## config.mk

```make
export PLATFORM = sky130hd
export DESIGN_NAME = sleep_wakeup_priority_scheduler_unit
export DESIGN_NICKNAME = d
export VERILOG_FILES = /design/src/sv/swps_pkg.sv /design/src/sv/swps_ram.sv /design/src/sv/swps_ctrl.sv /design/src/sv/swps_dpath.sv /design/src/sv/sleep_wakeup_priority_scheduler_unit.sv
export SDC_FILE = /design/constraint.sdc
export NUM_CORES = 2
export LEC_CHECK = 0
export ABC_AREA = 1
export BUFFER_PORTS_ARGS = -buffer_cell sky130_fd_sc_hd__buf_4
export CAP_MARGIN = 20
export CORE_UTILIZATION = 59
export CTS_BUF_LIST = sky130_fd_sc_hd__clkbuf_4 sky130_fd_sc_hd__clkbuf_8
export DETAILED_ROUTE_END_ITERATION = 6
export PLACE_DENSITY = 0.81
export SLEW_MARGIN = 30
export SYNTH_ARGS = -nofsm -noshare
export SYNTH_HDL_FRONTEND = slang
export SYNTH_SLANG_ARGS = --single-unit
```

## constraint.sdc

```tcl
create_clock -name clk -period 6.35 [get_ports clk]
set_input_delay 0.9525 -clock clk [delete_from_list [all_inputs] [get_ports clk]]
set_output_delay 0.9525 -clock clk [all_outputs]
set_load 0.05 [all_outputs]
```

## src/sv/swps_pkg.sv

```systemverilog
// shared types and constants of the sleep/wakeup priority scheduler
// no dependencies
package swps_pkg;

  localparam int TABLE_SIZE_DEF   = 64;
  localparam int CHANNEL_BITS_DEF = 16;

  // operation codes
  localparam logic [2:0] OP_SLEEP        = 3'd0;
  localparam logic [2:0] OP_WAKEUP       = 3'd1;
  localparam logic [2:0] OP_SET_PRIORITY = 3'd2;
  localparam logic [2:0] OP_ENQUEUE      = 3'd3;
  localparam logic [2:0] OP_DISPATCH     = 3'd4;
  localparam logic [2:0] OP_SET_ENTRY    = 3'd5;

  // process status codes
  localparam logic [2:0] ST_FREE   = 3'd0;
  localparam logic [2:0] ST_SLEEP  = 3'd1;
  localparam logic [2:0] ST_RUN    = 3'd2;
  localparam logic [2:0] ST_ZOMBIE = 3'd4;

  // fault codes
  localparam logic [1:0] FAULT_NONE   = 2'd0;
  localparam logic [1:0] FAULT_DEAD   = 2'd1;
  localparam logic [1:0] FAULT_QUEUED = 2'd2;

  // register indexes (paddr[3:2])
  localparam logic [1:0] REG_THRESH = 2'd0;
  localparam logic [1:0] REG_BASE   = 2'd1;
  localparam logic [1:0] REG_BIAS   = 2'd2;

  localparam logic [6:0] THRESH_RST = 7'd25;
  localparam logic [6:0] BASE_RST   = 7'd50;
  localparam logic [5:0] BIAS_RST   = 6'd20;
  localparam logic [6:0] PRIO_MAX   = 7'd127;
  localparam logic [7:0] BEST_INIT  = 8'd128;

  // source of the process table read address
  typedef enum logic [1:0] {
    SRC_P   = 2'd0,
    SRC_IDX = 2'd1,
    SRC_RO  = 2'd2,
    SRC_SEL = 2'd3
  } ent_src_t;

  typedef struct packed {
    logic     load;
    logic     ent_rd;
    ent_src_t ent_src;
    logic     ent_apply;
    logic     wk_apply;
    logic     ds_rd;
    logic     q_latch;
    logic     ds_eval;
    logic     clr_queued;
    logic     idx_inc;
    logic     sh_init;
    logic     sh_rd;
    logic     sh_wr;
    logic     push_wr;
    logic     rm_init;
    logic     rm_rd;
    logic     rm_wr;
    logic     rm_done;
    logic     out_load;
  } cmd_t;

  typedef struct packed {
    logic [2:0] op;
    logic       ok;
    logic       chan_zero;
    logic       push_now;
    logic       i_last;
    logic       i_end;
    logic       k_zero;
    logic       rm_last;
    logic       have;
    logic       out_free;
  } sts_t;

endpackage

```

## src/sv/swps_ram.sv

```systemverilog
// generic simple dual-port ram, one write and one registered read per cycle
// no dependencies
module swps_ram #(
  parameter int WIDTH = 8,
  parameter int DEPTH = 64
) (
  input  logic                                clk,
  input  logic                                we,
  input  logic [((DEPTH > 1) ? $clog2(DEPTH) : 1)-1:0] waddr,
  input  logic [WIDTH-1:0]                    wdata,
  input  logic                                re,
  input  logic [((DEPTH > 1) ? $clog2(DEPTH) : 1)-1:0] raddr,
  output logic [WIDTH-1:0]                    rdata
);

  logic [WIDTH-1:0] mem [DEPTH];

  always_ff @(posedge clk) begin
    if (we) begin
      mem[waddr] <= wdata;
    end
    if (re) begin
      rdata <= mem[raddr];
    end
  end

endmodule

```

## src/sv/swps_ctrl.sv

```systemverilog
// sequencing state machine of the scheduler
// depends on swps_pkg
module swps_ctrl (
  input  logic          clk,
  input  logic          rst,
  input  logic          item_valid,
  output logic          item_ready,
  input  swps_pkg::sts_t sts,
  output swps_pkg::cmd_t cmd
);

  typedef enum logic [17:0] {
    S_IDLE    = 18'h00001,
    S_DEC     = 18'h00002,
    S_ENT_RD  = 18'h00004,
    S_ENT_OP  = 18'h00008,
    S_WK_RD   = 18'h00010,
    S_WK_CHK  = 18'h00020,
    S_SH_RD   = 18'h00040,
    S_SH_WR   = 18'h00080,
    S_PUSH_WR = 18'h00100,
    S_DS_RO   = 18'h00200,
    S_DS_ENT  = 18'h00400,
    S_DS_CHK  = 18'h00800,
    S_DS_END  = 18'h01000,
    S_RM_RD   = 18'h02000,
    S_RM_WR   = 18'h04000,
    S_RM_DONE = 18'h08000,
    S_DS_CLR  = 18'h10000,
    S_FIN     = 18'h20000
  } state_t;

  state_t state, state_next;

  assign item_ready = (state == S_IDLE);

  always_ff @(posedge clk) begin
    if (rst) begin
      state <= S_IDLE;
    end else begin
      state <= state_next;
    end
  end

  always_comb begin
    cmd        = '0;
    cmd.ent_src = swps_pkg::SRC_P;
    state_next = state;
    unique case (state)
      S_IDLE: begin
        if (item_valid) begin
          cmd.load   = 1'b1;
          state_next = S_DEC;
        end
      end
      S_DEC: begin
        case (sts.op) inside
          swps_pkg::OP_SLEEP, swps_pkg::OP_SET_PRIORITY,
          swps_pkg::OP_ENQUEUE, swps_pkg::OP_SET_ENTRY: begin
            state_next = sts.ok ? S_ENT_RD : S_FIN;
          end
          swps_pkg::OP_WAKEUP: begin
            state_next = sts.chan_zero ? S_FIN : S_WK_RD;
          end
          swps_pkg::OP_DISPATCH: begin
            state_next = S_DS_RO;
          end
          default: begin
            state_next = S_FIN;
          end
        endcase
      end
      S_ENT_RD: begin
        cmd.ent_rd  = 1'b1;
        cmd.ent_src = swps_pkg::SRC_P;
        state_next  = S_ENT_OP;
      end
      S_ENT_OP: begin
        cmd.ent_apply = 1'b1;
        if (sts.op == swps_pkg::OP_ENQUEUE && sts.push_now) begin
          cmd.sh_init = 1'b1;
          state_next  = S_SH_RD;
        end else begin
          state_next = S_FIN;
        end
      end
      S_WK_RD: begin
        cmd.ent_rd  = 1'b1;
        cmd.ent_src = swps_pkg::SRC_IDX;
        state_next  = S_WK_CHK;
      end
      S_WK_CHK: begin
        cmd.wk_apply = 1'b1;
        if (sts.push_now) begin
          cmd.sh_init = 1'b1;
          state_next  = S_SH_RD;
        end else if (sts.i_last) begin
          state_next = S_FIN;
        end else begin
          cmd.idx_inc = 1'b1;
          state_next  = S_WK_RD;
        end
      end
      S_SH_RD: begin
        if (sts.k_zero) begin
          state_next = S_PUSH_WR;
        end else begin
          cmd.sh_rd  = 1'b1;
          state_next = S_SH_WR;
        end
      end
      S_SH_WR: begin
        cmd.sh_wr  = 1'b1;
        state_next = S_SH_RD;
      end
      S_PUSH_WR: begin
        cmd.push_wr = 1'b1;
        if (sts.op == swps_pkg::OP_WAKEUP && !sts.i_last) begin
          cmd.idx_inc = 1'b1;
          state_next  = S_WK_RD;
        end else begin
          state_next = S_FIN;
        end
      end
      S_DS_RO: begin
        if (sts.i_end) begin
          state_next = S_DS_END;
        end else begin
          cmd.ds_rd  = 1'b1;
          state_next = S_DS_ENT;
        end
      end
      S_DS_ENT: begin
        cmd.ent_rd  = 1'b1;
        cmd.ent_src = swps_pkg::SRC_RO;
        cmd.q_latch = 1'b1;
        state_next  = S_DS_CHK;
      end
      S_DS_CHK: begin
        cmd.ds_eval = 1'b1;
        cmd.idx_inc = 1'b1;
        state_next  = S_DS_RO;
      end
      S_DS_END: begin
        if (sts.have) begin
          cmd.rm_init = 1'b1;
          state_next  = S_RM_RD;
        end else begin
          state_next = S_FIN;
        end
      end
      S_RM_RD: begin
        if (sts.rm_last) begin
          state_next = S_RM_DONE;
        end else begin
          cmd.rm_rd  = 1'b1;
          state_next = S_RM_WR;
        end
      end
      S_RM_WR: begin
        cmd.rm_wr  = 1'b1;
        state_next = S_RM_RD;
      end
      S_RM_DONE: begin
        cmd.rm_done = 1'b1;
        cmd.ent_rd  = 1'b1;
        cmd.ent_src = swps_pkg::SRC_SEL;
        state_next  = S_DS_CLR;
      end
      S_DS_CLR: begin
        cmd.clr_queued = 1'b1;
        state_next     = S_FIN;
      end
      S_FIN: begin
        if (sts.out_free) begin
          cmd.out_load = 1'b1;
          state_next   = S_IDLE;
        end
      end
      default: begin
        state_next = S_IDLE;
      end
    endcase
  end

endmodule

```

## src/sv/swps_dpath.sv

```systemverilog
// datapath: config registers, process table, run list, result register
// depends on swps_pkg and swps_ram
module swps_dpath #(
  parameter int TABLE_SIZE   = swps_pkg::TABLE_SIZE_DEF,
  parameter int CHANNEL_BITS = swps_pkg::CHANNEL_BITS_DEF
) (
  input  logic           clk,
  input  logic           rst,
  input  logic           psel,
  input  logic           penable,
  input  logic           pwrite,
  input  logic [3:0]     paddr,
  input  logic [31:0]    pwdata,
  output logic [31:0]    prdata,
  input  logic [2:0]     operation,
  input  logic [5:0]     process,
  input  logic [15:0]    channel,
  input  logic [6:0]     sleep_priority,
  input  logic           signal_pending,
  input  logic [7:0]     cpu_usage,
  input  logic [5:0]     nice_value,
  input  logic [2:0]     entry_status,
  input  logic           entry_loaded,
  output logic           result_valid,
  input  logic           result_ready,
  output logic           found,
  output logic [5:0]     selected_process,
  output logic [6:0]     computed_priority,
  output logic           need_resched,
  output logic           sleep_aborted,
  output logic [1:0]     fault,
  input  swps_pkg::cmd_t cmd,
  output swps_pkg::sts_t sts
);

  localparam int IW = $clog2(TABLE_SIZE);
  localparam int CW = $clog2(TABLE_SIZE + 1);
  localparam int CB = CHANNEL_BITS;
  localparam int RW = CB + 18;

  // config
  logic [6:0] thresh, base;
  logic [5:0] bias;

  always_ff @(posedge clk) begin
    if (rst) begin
      thresh <= swps_pkg::THRESH_RST;
      base   <= swps_pkg::BASE_RST;
      bias   <= swps_pkg::BIAS_RST;
    end else if (psel && penable && pwrite) begin
      unique case (paddr[3:2])
        swps_pkg::REG_THRESH: thresh <= pwdata[6:0];
        swps_pkg::REG_BASE:   base   <= pwdata[6:0];
        swps_pkg::REG_BIAS:   bias   <= pwdata[5:0];
        default: ;
      endcase
    end
  end

  always_comb begin
    unique case (paddr[3:2])
      swps_pkg::REG_THRESH: prdata = {25'd0, thresh};
      swps_pkg::REG_BASE:   prdata = {25'd0, base};
      swps_pkg::REG_BIAS:   prdata = {26'd0, bias};
      default:              prdata = '0;
    endcase
  end

  // captured item
  logic [2:0]    op_q;
  logic [IW-1:0] p_q;
  logic          ok_q;
  logic [CB-1:0] chan_q;
  logic [6:0]    spri_q;
  logic          sig_q;
  logic [7:0]    cpu_q;
  logic [5:0]    nice_q;
  logic [2:0]    est_q;
  logic          eld_q;

  always_ff @(posedge clk) begin
    if (cmd.load) begin
      op_q   <= operation;
      p_q    <= IW'(process);
      ok_q   <= (32'(process) < TABLE_SIZE);
      chan_q <= CB'(channel);
      spri_q <= sleep_priority;
      sig_q  <= signal_pending;
      cpu_q  <= cpu_usage;
      nice_q <= nice_value;
      est_q  <= entry_status;
      eld_q  <= entry_loaded;
    end
  end

  // scheduler state
  logic [CW-1:0] count, idx, k;
  logic [6:0]    cur_pri;
  logic          resched;
  logic [7:0]    best;
  logic [IW-1:0] pos, sel, q;
  logic          have;
  logic [TABLE_SIZE-1:0] ent_valid;

  // process table
  logic          ent_we, ent_re, ent_vld_q;
  logic [IW-1:0] ent_waddr, ent_raddr;
  logic [RW-1:0] ent_wdata, ent_raw, ent_rec;

  // run list
  logic          ro_we, ro_re;
  logic [IW-1:0] ro_waddr, ro_raddr, ro_wdata, ro_rdata;

  swps_ram #(.WIDTH(RW), .DEPTH(TABLE_SIZE)) u_ent (
    .clk(clk), .we(ent_we), .waddr(ent_waddr), .wdata(ent_wdata),
    .re(ent_re), .raddr(ent_raddr), .rdata(ent_raw)
  );

  swps_ram #(.WIDTH(IW), .DEPTH(TABLE_SIZE)) u_ro (
    .clk(clk), .we(ro_we), .waddr(ro_waddr), .wdata(ro_wdata),
    .re(ro_re), .raddr(ro_raddr), .rdata(ro_rdata)
  );

  // never-written entries read as the reset record
  assign ent_rec = ent_vld_q ? ent_raw : '0;

  logic [2:0]    e_state;
  logic          e_res, e_q;
  logic [CB-1:0] e_chan;
  logic [6:0]    e_prio;
  logic [5:0]    e_nice;

  assign e_state = ent_rec[RW-1 -: 3];
  assign e_res   = ent_rec[RW-4];
  assign e_chan  = ent_rec[RW-5 -: CB];
  assign e_prio  = ent_rec[13:7];
  assign e_nice  = ent_rec[6:1];
  assign e_q     = ent_rec[0];

  always_comb begin
    unique case (cmd.ent_src)
      swps_pkg::SRC_P:   ent_raddr = p_q;
      swps_pkg::SRC_IDX: ent_raddr = IW'(idx);
      swps_pkg::SRC_RO:  ent_raddr = ro_rdata;
      swps_pkg::SRC_SEL: ent_raddr = sel;
      default:           ent_raddr = p_q;
    endcase
  end
  assign ent_re = cmd.ent_rd;

  // combinational decisions
  logic          not_full, wk_match, push_now, abort;
  logic [8:0]    pri_sum, pri_diff;
  logic [6:0]    cpri;

  assign not_full = (count < CW'(TABLE_SIZE));
  assign wk_match = (e_chan == chan_q) && (e_state != swps_pkg::ST_ZOMBIE);
  assign abort    = (spri_q > thresh) && sig_q;

  always_comb begin
    if (op_q == swps_pkg::OP_WAKEUP) begin
      push_now = wk_match && (e_state != swps_pkg::ST_FREE) && !e_q && not_full;
    end else begin
      push_now = !e_q && not_full;
    end
  end

  assign pri_sum  = 9'(cpu_q[7:4]) + 9'(base) + 9'(e_nice);
  assign pri_diff = pri_sum - 9'(bias);
  always_comb begin
    if (pri_sum < 9'(bias)) begin
      cpri = '0;
    end else if (pri_diff > 9'(swps_pkg::PRIO_MAX)) begin
      cpri = swps_pkg::PRIO_MAX;
    end else begin
      cpri = pri_diff[6:0];
    end
  end

  // table write
  always_comb begin
    ent_we    = 1'b0;
    ent_waddr = p_q;
    ent_wdata = ent_rec;
    if (cmd.ent_apply) begin
      ent_waddr = p_q;
      case (op_q)
        swps_pkg::OP_SLEEP: begin
          ent_we    = 1'b1;
          ent_wdata = {abort ? swps_pkg::ST_RUN : swps_pkg::ST_SLEEP, e_res,
                       abort ? CB'(0) : chan_q, spri_q, e_nice, e_q};
        end
        swps_pkg::OP_SET_PRIORITY: begin
          ent_we    = 1'b1;
          ent_wdata = {e_state, e_res, e_chan, cpri, e_nice, e_q};
        end
        swps_pkg::OP_ENQUEUE: begin
          ent_we    = push_now;
          ent_wdata = {e_state, e_res, e_chan, e_prio, e_nice, 1'b1};
        end
        swps_pkg::OP_SET_ENTRY: begin
          ent_we    = 1'b1;
          ent_wdata = {est_q, eld_q, e_chan, e_prio, nice_q, e_q};
        end
        default: ent_we = 1'b0;
      endcase
    end else if (cmd.wk_apply) begin
      ent_waddr = IW'(idx);
      ent_we    = wk_match && (e_state != swps_pkg::ST_FREE);
      ent_wdata = {swps_pkg::ST_RUN, e_res, CB'(0), e_prio, e_nice, e_q | push_now};
    end else if (cmd.clr_queued) begin
      ent_waddr = sel;
      ent_we    = 1'b1;
      ent_wdata = {e_state, e_res, e_chan, e_prio, e_nice, 1'b0};
    end
  end

  always_ff @(posedge clk) begin
    if (ent_re) begin
      ent_vld_q <= ent_valid[ent_raddr];
    end
  end

  always_ff @(posedge clk) begin
    if (rst) begin
      ent_valid <= '0;
    end else if (ent_we) begin
      ent_valid[ent_waddr] <= 1'b1;
    end
  end

  // run list access
  assign ro_re = cmd.sh_rd | cmd.rm_rd | cmd.ds_rd;
  always_comb begin
    if (cmd.sh_rd) begin
      ro_raddr = IW'(k - 1'b1);
    end else if (cmd.rm_rd) begin
      ro_raddr = IW'(k + 1'b1);
    end else begin
      ro_raddr = IW'(idx);
    end
  end
  assign ro_we    = cmd.sh_wr | cmd.rm_wr | cmd.push_wr;
  assign ro_waddr = cmd.push_wr ? '0 : IW'(k);
  assign ro_wdata = cmd.push_wr ? ((op_q == swps_pkg::OP_WAKEUP) ? IW'(idx) : p_q)
                                : ro_rdata;

  // results in progress
  logic       r_found, r_abort;
  logic [5:0] r_sel;
  logic [6:0] r_cpri;
  logic [1:0] r_fault;

  always_ff @(posedge clk) begin
    if (rst) begin
      count   <= '0;
      cur_pri <= '0;
      resched <= 1'b0;
    end else begin
      if (cmd.load && operation == swps_pkg::OP_DISPATCH) begin
        resched <= 1'b0;
      end
      if (cmd.ent_apply && op_q == swps_pkg::OP_SET_PRIORITY && cpri < cur_pri) begin
        resched <= 1'b1;
      end
      if (cmd.wk_apply && wk_match && e_state != swps_pkg::ST_FREE &&
          e_prio < cur_pri) begin
        resched <= 1'b1;
      end
      if (cmd.push_wr) begin
        count <= count + 1'b1;
      end
      if (cmd.rm_done) begin
        count <= count - 1'b1;
      end
      if (cmd.clr_queued) begin
        cur_pri <= best[6:0];
      end
    end
  end

  always_ff @(posedge clk) begin
    if (cmd.load) begin
      idx     <= '0;
      best    <= swps_pkg::BEST_INIT;
      have    <= 1'b0;
      r_found <= 1'b0;
      r_abort <= 1'b0;
      r_sel   <= '0;
      r_cpri  <= '0;
      r_fault <= swps_pkg::FAULT_NONE;
    end else begin
      if (cmd.idx_inc) begin
        idx <= idx + 1'b1;
      end
      if (cmd.sh_init) begin
        k <= count;
      end else if (cmd.rm_init) begin
        k <= CW'(pos);
      end else if (cmd.sh_wr) begin
        k <= k - 1'b1;
      end else if (cmd.rm_wr) begin
        k <= k + 1'b1;
      end
      if (cmd.q_latch) begin
        q <= ro_rdata;
      end
      if (cmd.ds_eval && e_state == swps_pkg::ST_RUN && e_res && {1'b0, e_prio} < best) begin
        best <= {1'b0, e_prio};
        pos  <= IW'(idx);
        sel  <= q;
        have <= 1'b1;
      end
      if (cmd.ent_apply) begin
        case (op_q)
          swps_pkg::OP_SLEEP:        r_abort <= abort;
          swps_pkg::OP_SET_PRIORITY: r_cpri  <= cpri;
          swps_pkg::OP_ENQUEUE: begin
            if (!push_now) begin
              r_fault <= swps_pkg::FAULT_QUEUED;
            end
          end
          default: ;
        endcase
      end
      if (cmd.wk_apply && wk_match) begin
        if (e_state == swps_pkg::ST_FREE) begin
          r_fault <= swps_pkg::FAULT_DEAD;
        end else if (!push_now && r_fault == swps_pkg::FAULT_NONE) begin
          r_fault <= swps_pkg::FAULT_QUEUED;
        end
      end
      if (cmd.clr_queued) begin
        r_found <= 1'b1;
        r_sel   <= 6'(sel);
      end
    end
  end

  // result register
  always_ff @(posedge clk) begin
    if (rst) begin
      result_valid <= 1'b0;
    end else if (cmd.out_load) begin
      result_valid <= 1'b1;
    end else if (result_ready) begin
      result_valid <= 1'b0;
    end
  end

  always_ff @(posedge clk) begin
    if (cmd.out_load) begin
      found             <= r_found;
      selected_process  <= r_sel;
      computed_priority <= r_cpri;
      need_resched      <= resched;
      sleep_aborted     <= r_abort;
      fault             <= r_fault;
    end
  end

  always_comb begin
    sts           = '0;
    sts.op        = op_q;
    sts.ok        = ok_q;
    sts.chan_zero = (chan_q == '0);
    sts.push_now  = push_now;
    sts.i_last    = (idx == CW'(TABLE_SIZE - 1));
    sts.i_end     = (idx == count);
    sts.k_zero    = (k == '0);
    sts.rm_last   = ((CW + 1)'(k) + 1'b1) >= (CW + 1)'(count);
    sts.have      = have;
    sts.out_free  = !result_valid || result_ready;
  end

endmodule

```

## src/sv/sleep_wakeup_priority_scheduler_unit.sv

```systemverilog
// Sleep/wakeup priority scheduler: a process table and a LIFO run list, one operation
// per accepted item, one result per item. Items are handled one at a time; the block
// takes a new item while the previous result waits in the output register. Sleep,
// set_priority and set_entry read and rewrite one table entry; a rejected enqueue
// only reads it. Enqueue moves the run list through its simple dual-port memory.
// Wakeup reads every table entry and moves the run list for each entry it queues.
// Dispatch reads each queued entry, then moves the entries after the chosen one down
// over it. Configuration goes through the APB port at byte addresses 0, 4 and 8.
// depends on swps_pkg, swps_ctrl, swps_dpath
module sleep_wakeup_priority_scheduler_unit #(
  parameter int TABLE_SIZE   = swps_pkg::TABLE_SIZE_DEF,
  parameter int CHANNEL_BITS = swps_pkg::CHANNEL_BITS_DEF
) (
  input  logic        clk,
  input  logic        rst,
  input  logic        psel,
  input  logic        penable,
  input  logic        pwrite,
  input  logic [3:0]  paddr,
  input  logic [31:0] pwdata,
  output logic [31:0] prdata,
  output logic        pready,
  input  logic        item_valid,
  output logic        item_ready,
  input  logic [2:0]  operation,
  input  logic [5:0]  process,
  input  logic [15:0] channel,
  input  logic [6:0]  sleep_priority,
  input  logic        signal_pending,
  input  logic [7:0]  cpu_usage,
  input  logic [5:0]  nice_value,
  input  logic [2:0]  entry_status,
  input  logic        entry_loaded,
  output logic        result_valid,
  input  logic        result_ready,
  output logic        found,
  output logic [5:0]  selected_process,
  output logic [6:0]  computed_priority,
  output logic        need_resched,
  output logic        sleep_aborted,
  output logic [1:0]  fault
);

  swps_pkg::cmd_t cmd;
  swps_pkg::sts_t sts;

  assign pready = 1'b1;

  swps_ctrl u_ctrl (
    .clk(clk), .rst(rst), .item_valid(item_valid), .item_ready(item_ready),
    .sts(sts), .cmd(cmd)
  );

  swps_dpath #(.TABLE_SIZE(TABLE_SIZE), .CHANNEL_BITS(CHANNEL_BITS)) u_dpath (
    .clk(clk), .rst(rst),
    .psel(psel), .penable(penable), .pwrite(pwrite), .paddr(paddr),
    .pwdata(pwdata), .prdata(prdata),
    .operation(operation), .process(process), .channel(channel),
    .sleep_priority(sleep_priority), .signal_pending(signal_pending),
    .cpu_usage(cpu_usage), .nice_value(nice_value), .entry_status(entry_status),
    .entry_loaded(entry_loaded),
    .result_valid(result_valid), .result_ready(result_ready),
    .found(found), .selected_process(selected_process),
    .computed_priority(computed_priority), .need_resched(need_resched),
    .sleep_aborted(sleep_aborted), .fault(fault),
    .cmd(cmd), .sts(sts)
  );

endmodule

```

======== Word-level counts from Yosys, hierarchy flattened ========
Memories as Yosys holds them, arrays and structs flattened. A register that Yosys moved wholly into a read port is not among the register bits.
Cells that the tools add are included.
operators by class
  eq/ne operators ......................... 36
  bitwise logic cells ..................... 7
  reductions and logical operators ........ 49
  magnitude comparators ................... 11
  muxes and demuxes ....................... 93
  $add $sub $neg .......................... 9
operators by type and width
  kind                  number
  $pmux 18 s18          1
  $mux 18               11
  $pmux 34 s4           1
  $mux 34               3
  $or 64x64->64         1
  $mux 7                8
  $mux 6                8
  $mux 1                42
  $mux 16               2
  $pmux 6 s4            1
  $add 7x1->7 const B   3
  $logic_and 1x1->1     21
  $pmux 7 s3            1
  $eq 18x1->1 const B   1
  $eq 18x10->1 const B  1
  $eq 18x11->1 const B  1
  $eq 18x12->1 const B  1
  $eq 18x13->1 const B  1
  $eq 18x14->1 const B  1
  $eq 18x15->1 const B  1
  $eq 18x16->1 const B  1
  $eq 18x17->1 const B  1
  $eq 18x18->1 const B  1
  $eq 18x2->1 const B   1
  53 further kinds      91
word-level totals
  RAM bits ................................ 2,560
  input port bits ......................... 94
  memories kept ........................... 2
  bits in registers ....................... 246
memory list
  name               depth  bits a word  rd ports  clocked after memory_dff  write ports  RTL line        RTL
  u_dpath.u_ent.mem  64     34           1         1                         1            swps_ram.sv:16  logic [WIDTH-1:0] mem [DEPTH];
  u_dpath.u_ro.mem   64     6            1         1                         1            swps_ram.sv:16

======== Logic depth before layout (Yosys ltp) ========
  depth in word-level cells ............... 13
  mapped depth ............................ 26

======== By module ========
A second synthesis with hierarchy kept.
second synthesis, totals
  cell total of the unflattened synthesis .. 10,379
  area, all modules ....................... 118,512.4 sq um
modules (own cells, without submodules)
  module                                area each (sq um)  cells each  times used
  swps_ram at u_dpath.u_ent             88,287.2           7,189       1
  swps_ram at u_dpath.u_ro              15,990.3           1,376       1
  swps_dpath                            12,913.6           1,614       1
  swps_ctrl                             1,310.0            198         1
  sleep_wakeup_priority_scheduler_unit  11.3               2           1

======== Least setup slack after synthesis ========
Ideal clock, no wire load.
  path kind ............................... register -> register
  start point ............................. register u_dpath.ent_vld_q
  end point ............................... memory u_dpath.u_ent.mem[0][8] (netlist name), data pin
  stages on the path, launching flop included .. 20
  clock period less this slack ............ 6.193 ns
  slack ................................... 0.157 ns
  setup time .............................. 0.588 ns
  arrival time ............................ 5.606 ns
  cells stage by stage .................... edfxtp_1 -> buf_2 -> buf_1 -> clkbuf_1 -> nand2_1 -> fa_1 -> inv_1 -> ha_1 -> fa_1 -> xor2_1 -> ha_1 -> a21oi_1 -> o21ai_0 -> nand2_1 -> nand2_1 -> o21ai_0 -> nand2_1 -> a21oi_1 -> nand2_1 -> a31oi_1
between the ends
  longest elaborated chain between the ends .. 8
  elaborated cells on any way between the ends .. 10
  classes of those cells .................. add/sub (2); order compare (2); mux (6)
RTL lines
  item                      RTL line           RTL
  start, declared           swps_dpath.sv:106  logic ent_we, ent_re, ent_vld_q;
  start signal, assigned    swps_dpath.sv:220  ent_vld_q <= ent_valid[ent_raddr];
  $mux 34 (*)               swps_dpath.sv:125  assign ent_rec = ent_vld_q ? ent_raw : '0;
  $add 8x6->9 (*)           swps_dpath.sv:168  assign pri_sum = 9'(cpu_q[7:4]) + 9'(base) + 9'(e_nice);
  $sub 9x6->9               swps_dpath.sv:169  assign pri_diff = pri_sum - 9'(bias);
  $gt 9x7->1                swps_dpath.sv:173  end else if (pri_diff > 9'(swps_pkg::PRIO_MAX)) begin
  $mux 7                    swps_dpath.sv:173
  $mux 7 (*)                swps_dpath.sv:171  if (pri_sum < 9'(bias)) begin
  via u_dpath.cpri[1]       swps_dpath.sv:154  logic [6:0] cpri;
  $pmux 34 s4 (*)           swps_dpath.sv:187  case (op_q)
  $mux 34 (*)               swps_dpath.sv:185  if (cmd.ent_apply) begin
  via u_dpath.ent_wdata[8]  swps_dpath.sv:108  logic [RW-1:0] ent_wdata, ent_raw, ent_rec;
  end, declared             swps_ram.sv:16
The timed path passes the listed nets; every way through them passes the cells marked *.

======== Worst setup path in the final report ========
  start point ............................. register u_dpath.k[0]
  end point ............................... register u_dpath.u_ro.rdata[0], read port of u_dpath.u_ro.mem, data pin
between the ends
  longest elaborated chain between the ends .. 6
  elaborated cells on any way between the ends .. 13
  classes of those cells .................. add/sub (3); order compare (1); mux (6); bitwise (2); reduce/logical (1)
RTL lines
  item                                         RTL line                              RTL
  start, declared                              swps_dpath.sv:97                      logic [CW-1:0] count, idx, k;
  start signal, assigned                       swps_dpath.sv:297                     k <= count;
  start signal, assigned                       swps_dpath.sv:299                     k <= CW'(pos);
  start signal, assigned                       swps_dpath.sv:301                     k <= k - 1'b1;
  $add 7x1->8                                  swps_dpath.sv:371                     sts.rm_last = ((CW + 1)'(k) + 1'b1) >= (CW + 1)'(count);
  $ge 8x7->1                                   swps_dpath.sv:371
  $mux 1                                       swps_ctrl.sv:153                      if (sts.rm_last) begin
  $mux 1                                       swps_ctrl.sv:49                       unique case (state)
  $mux 6 / $or 1x1->1 (equally long branches)  swps_dpath.sv:237, swps_dpath.sv:233
  $mux 6 / $or 1x1->1 (equally long branches)  swps_dpath.sv:235, swps_dpath.sv:233
  end, declared                                swps_ram.sv:13                        output logic [WIDTH-1:0] rdata
Parallel ways exist; a longest one is shown, timed or not.
A chain may end at the register's enable or synchronous reset.

==> impl_metrics.json <==
{
  "drt_iter0_drc": 14496,
  "syn_area_um2": 126000,
  "area_delta_synth_final_pct": 10.7,
  "violations": "DRC",
  "worst_clock_skew_ns": 0.0783,
  "multi_input_area_um2": 34400,
  "hold_ws_ns": 0.0965,
  "highest_layer": "met5",
  "hold_viol": 0,
  "path_class": "flip-flop to flip-flop",
  "required_ns": 7.21,
  "grt_overflow": 0,
  "wl_met2_um": 163000,
  "yosysTopAreaCell": "edfxtp_1",
  "firstDrtPassIters": 7,
  "fin_area_um2": 140000,
  "crit_fanout": 66,
  "route.detailed.drc": 23,
  "period_needed_ns": 5.34,
  "die_w_um": 464,
  "antenna_found_initial": 14,
  "final_nets": 12140,
  "async_reset_ff_share_pct": 0,
  "placed_area_um2": 130000,
  "tritoncts": "built",
  "cts.sinks": 2842,
  "slew_headroom_pct": 25.6,
  "period_share_pct": 84.0,
  "final_antenna_net_count": 0,
  "worst_pin_slew_ns": 1.12,
  "ios": 147,
  "most-common-layout-cells": "nand2_1 (2765), edfxtp_1 (2691), nand3_1 (2403)",
  "report.final.slew_viol_count": 0,
  "holdBufCountCts": 47,
  "grt_pass1_vias": 90315,
  "fillers": 15201,
  "ys_ff_latch": 2842,
  "die_h_um": 464,
  "cts_buffers": 455,
  "syn_area_per_cell_um2": 10.6,
  "vias_per_cell": 6.13,
  "dp_hpwl_um": 202000,
  "rows": 169,
  "grt_pass1_wl_um": 539000,
  "rsz0062_at_grt": "no",
  "max_cap_violations": 0,
  "synth_warnings": 0,
  "post_cts_buffers": 0,
  "syn_inst": 11868,
  "grt_max_degree": 212,
  "htreeDepth": 5,
  "start_util_pct": 59.4,
  "crit_arrival_ns": 6.19,
  "port_buffers": 89,
  "fin_util_pct": 65.7,
  "ys_top_cells_by_area": "edfxtp_1 (64%), nand3_1 (9.5%), nand2_1 (8.2%)",
  "instances_no_fill": 15158,
  "insertion_delay_ns": 1.13,
  "core_area_um2": 212000,
  "dr_total_vias": 92991,
  "yosys_most_used_dff": "edfxtp_1",
  "synth-edff-count": 2691,
  "globalplace.congestion": 0.922,
  "final_common_cell": "nand2_1",
  "p_leak_nw": 54.7,
  "ys_seq_area_share_pct": 66.5,
  "powerDensity_nw_per_um2": 275,
  "cts_resized": 0,
  "dpl.cell_count": 14298,
  "cp-start-kind": "flip-flop",
  "setup_viol": 0,
  "clkTransAtPathRegs_ns": 0.06,
  "wl_met1_um": 129000,
  "worstSetupEndpointType": "flip-flop",
  "wl_met3_um": 50400,
  "tns_ns": 0,
  "outcome": "finished, violations left",
  "grt_usage_pct": 33.1,
  "vdd_drop_max_mv": 0.238,
  "routed_wl_um": 364000,
  "routedWlPerCell_um": 24.0,
  "clk_path_buf_depth": 4,
  "drive_gt1_share_pct": 9.74,
  "root_buffer": "clkbuf_8",
  "dieArea_um2": 216000,
  "regArea_um2": 83800,
  "yosys.area.top_type_share_pct": 64.1,
  "hp-class": "input pin to flip-flop",
  "synth.distinct_cells": 57,
  "max_freq_mhz": 187
}
==> metal layers <==
layer  vias up  global-route usage, %
met2      7054                   50.9
li1      40693                      -
met4         8                   19.1
met5         -                      0
met1     43939                   43.3
met3      1297                   7.98
==> synth_stat cells, types with 46 or more instances <==
cell and instances:
nor2_1 224, nand3b_1 716, nand3_1 2403, clkbuf_1 267
dfxtp_1 151, edfxtp_1 2691, buf_2 373, buf_4 58
a21oi_1 189, ha_1 55, inv_1 1418, nand2_1 2765
o21ai_0 218, buf_1 46
==> final timing paths <==
path | start | to | slack [ns] | cells after the start
worst max-delay path | u_dpath.k[0] | u_dpath.u_ro.rdata[0] | 1.01 | 23
worst min-delay path | pwdata[4] | u_dpath.base[4] | 0.1 | 3
worst max register to register | u_dpath.k[0] | u_dpath.u_ro.rdata[0] | 1.01 | 23
worst min register to register | u_dpath.q[5] | u_dpath.sel[5] | 0.40 | 0
==> metrics by stage <==
| step | setup slack, ns | power [mW] |
|---|---|---|
| final | 1.01 | 38.4 |
| after global routing | 0.733 | 39.4 |
| after CTS | 1.16 | 38.3 |
| after detailed placement | 1.22 | 23.5 |
| after global placement | 1.29 | 23.4 |
| after floorplan | 0.157 | 22.5 |
==> worst max-delay path: stages, from the launching register on <==
cell and delay [ns]:
edfxtp_1 0.69, inv_2 0.21, nor2_4 0.24, nand3_1 0.11
xor2_1 0.30, inv_1 0.08, ha_1 0.30, a21o_1 0.19
nand3_1 0.07, nand2_1 0.06, nor2_2 0.25, nand3_2 0.18
nand3_2 0.10, buf_4 0.42, nand2_4 0.50, buf_12 0.38
nand2_1 0.11, nand2_1 0.06, nand2_1 0.05, nand3_1 0.10
nand3_1 0.25, nand3_1 0.13, nand3_1 0.09, nand2_1 0.05
==> power breakdown <==
part	leakage (nW)	internal (mW)	switching [mW]	total, mW
sequential	26.1	20.3	0.0390	20.3
combinational	24.1	0.789	2.16	2.95
clock	4.57	8.00	7.16	15.2
total	54.7	29.1	9.36	38.4
==> cell families (layout without fill, tap and decap cells) <==
logic type	count (synthesis)	count (layout)	synth area share [%]
DFF	2842	2842	66.5
AOI/OAI and AO/OA	502	502	2.15
and+or+nand+nor	6231	6231	23.4
xor gates and xnor gates	41	41	0.285
muxes	1	1	0.00794
other	2	32	0.00595
adders and majority gates	62	62	0.657
buffers and inverters	2187	2626	7.08
==> sequential cells by signal (all words and copies together), names as in the netlist, 8 cells and up <==
| register | cells |
|---|---|
| u_dpath.u_ent.mem | 2176 |
| u_dpath.u_ro.mem | 384 |
| u_dpath.ent_valid | 64 |
| u_dpath.u_ent.rdata | 34 |
| u_ctrl.state | 18 |
| u_dpath.chan_q | 16 |
| u_dpath.best | 8 |
==> cell type report <==
| cell class | count | share of cell area, % |
|---|---|---|
| Sequential cell | 2842 | 60.1 |
| Multi-Input combinational cell | 6863 | 24.7 |
| Clock buffer | 617 | 5.43 |
| Inverter | 1439 | 3.89 |
| Timing Repair Buffer | 383 | 2.68 |
| Tap cell | 2821 | 2.53 |
| Clock inverter | 187 | 0.723 |
| Antenna cell | 6 | 0.0108 |
Power figures use the tool's default switching activity.
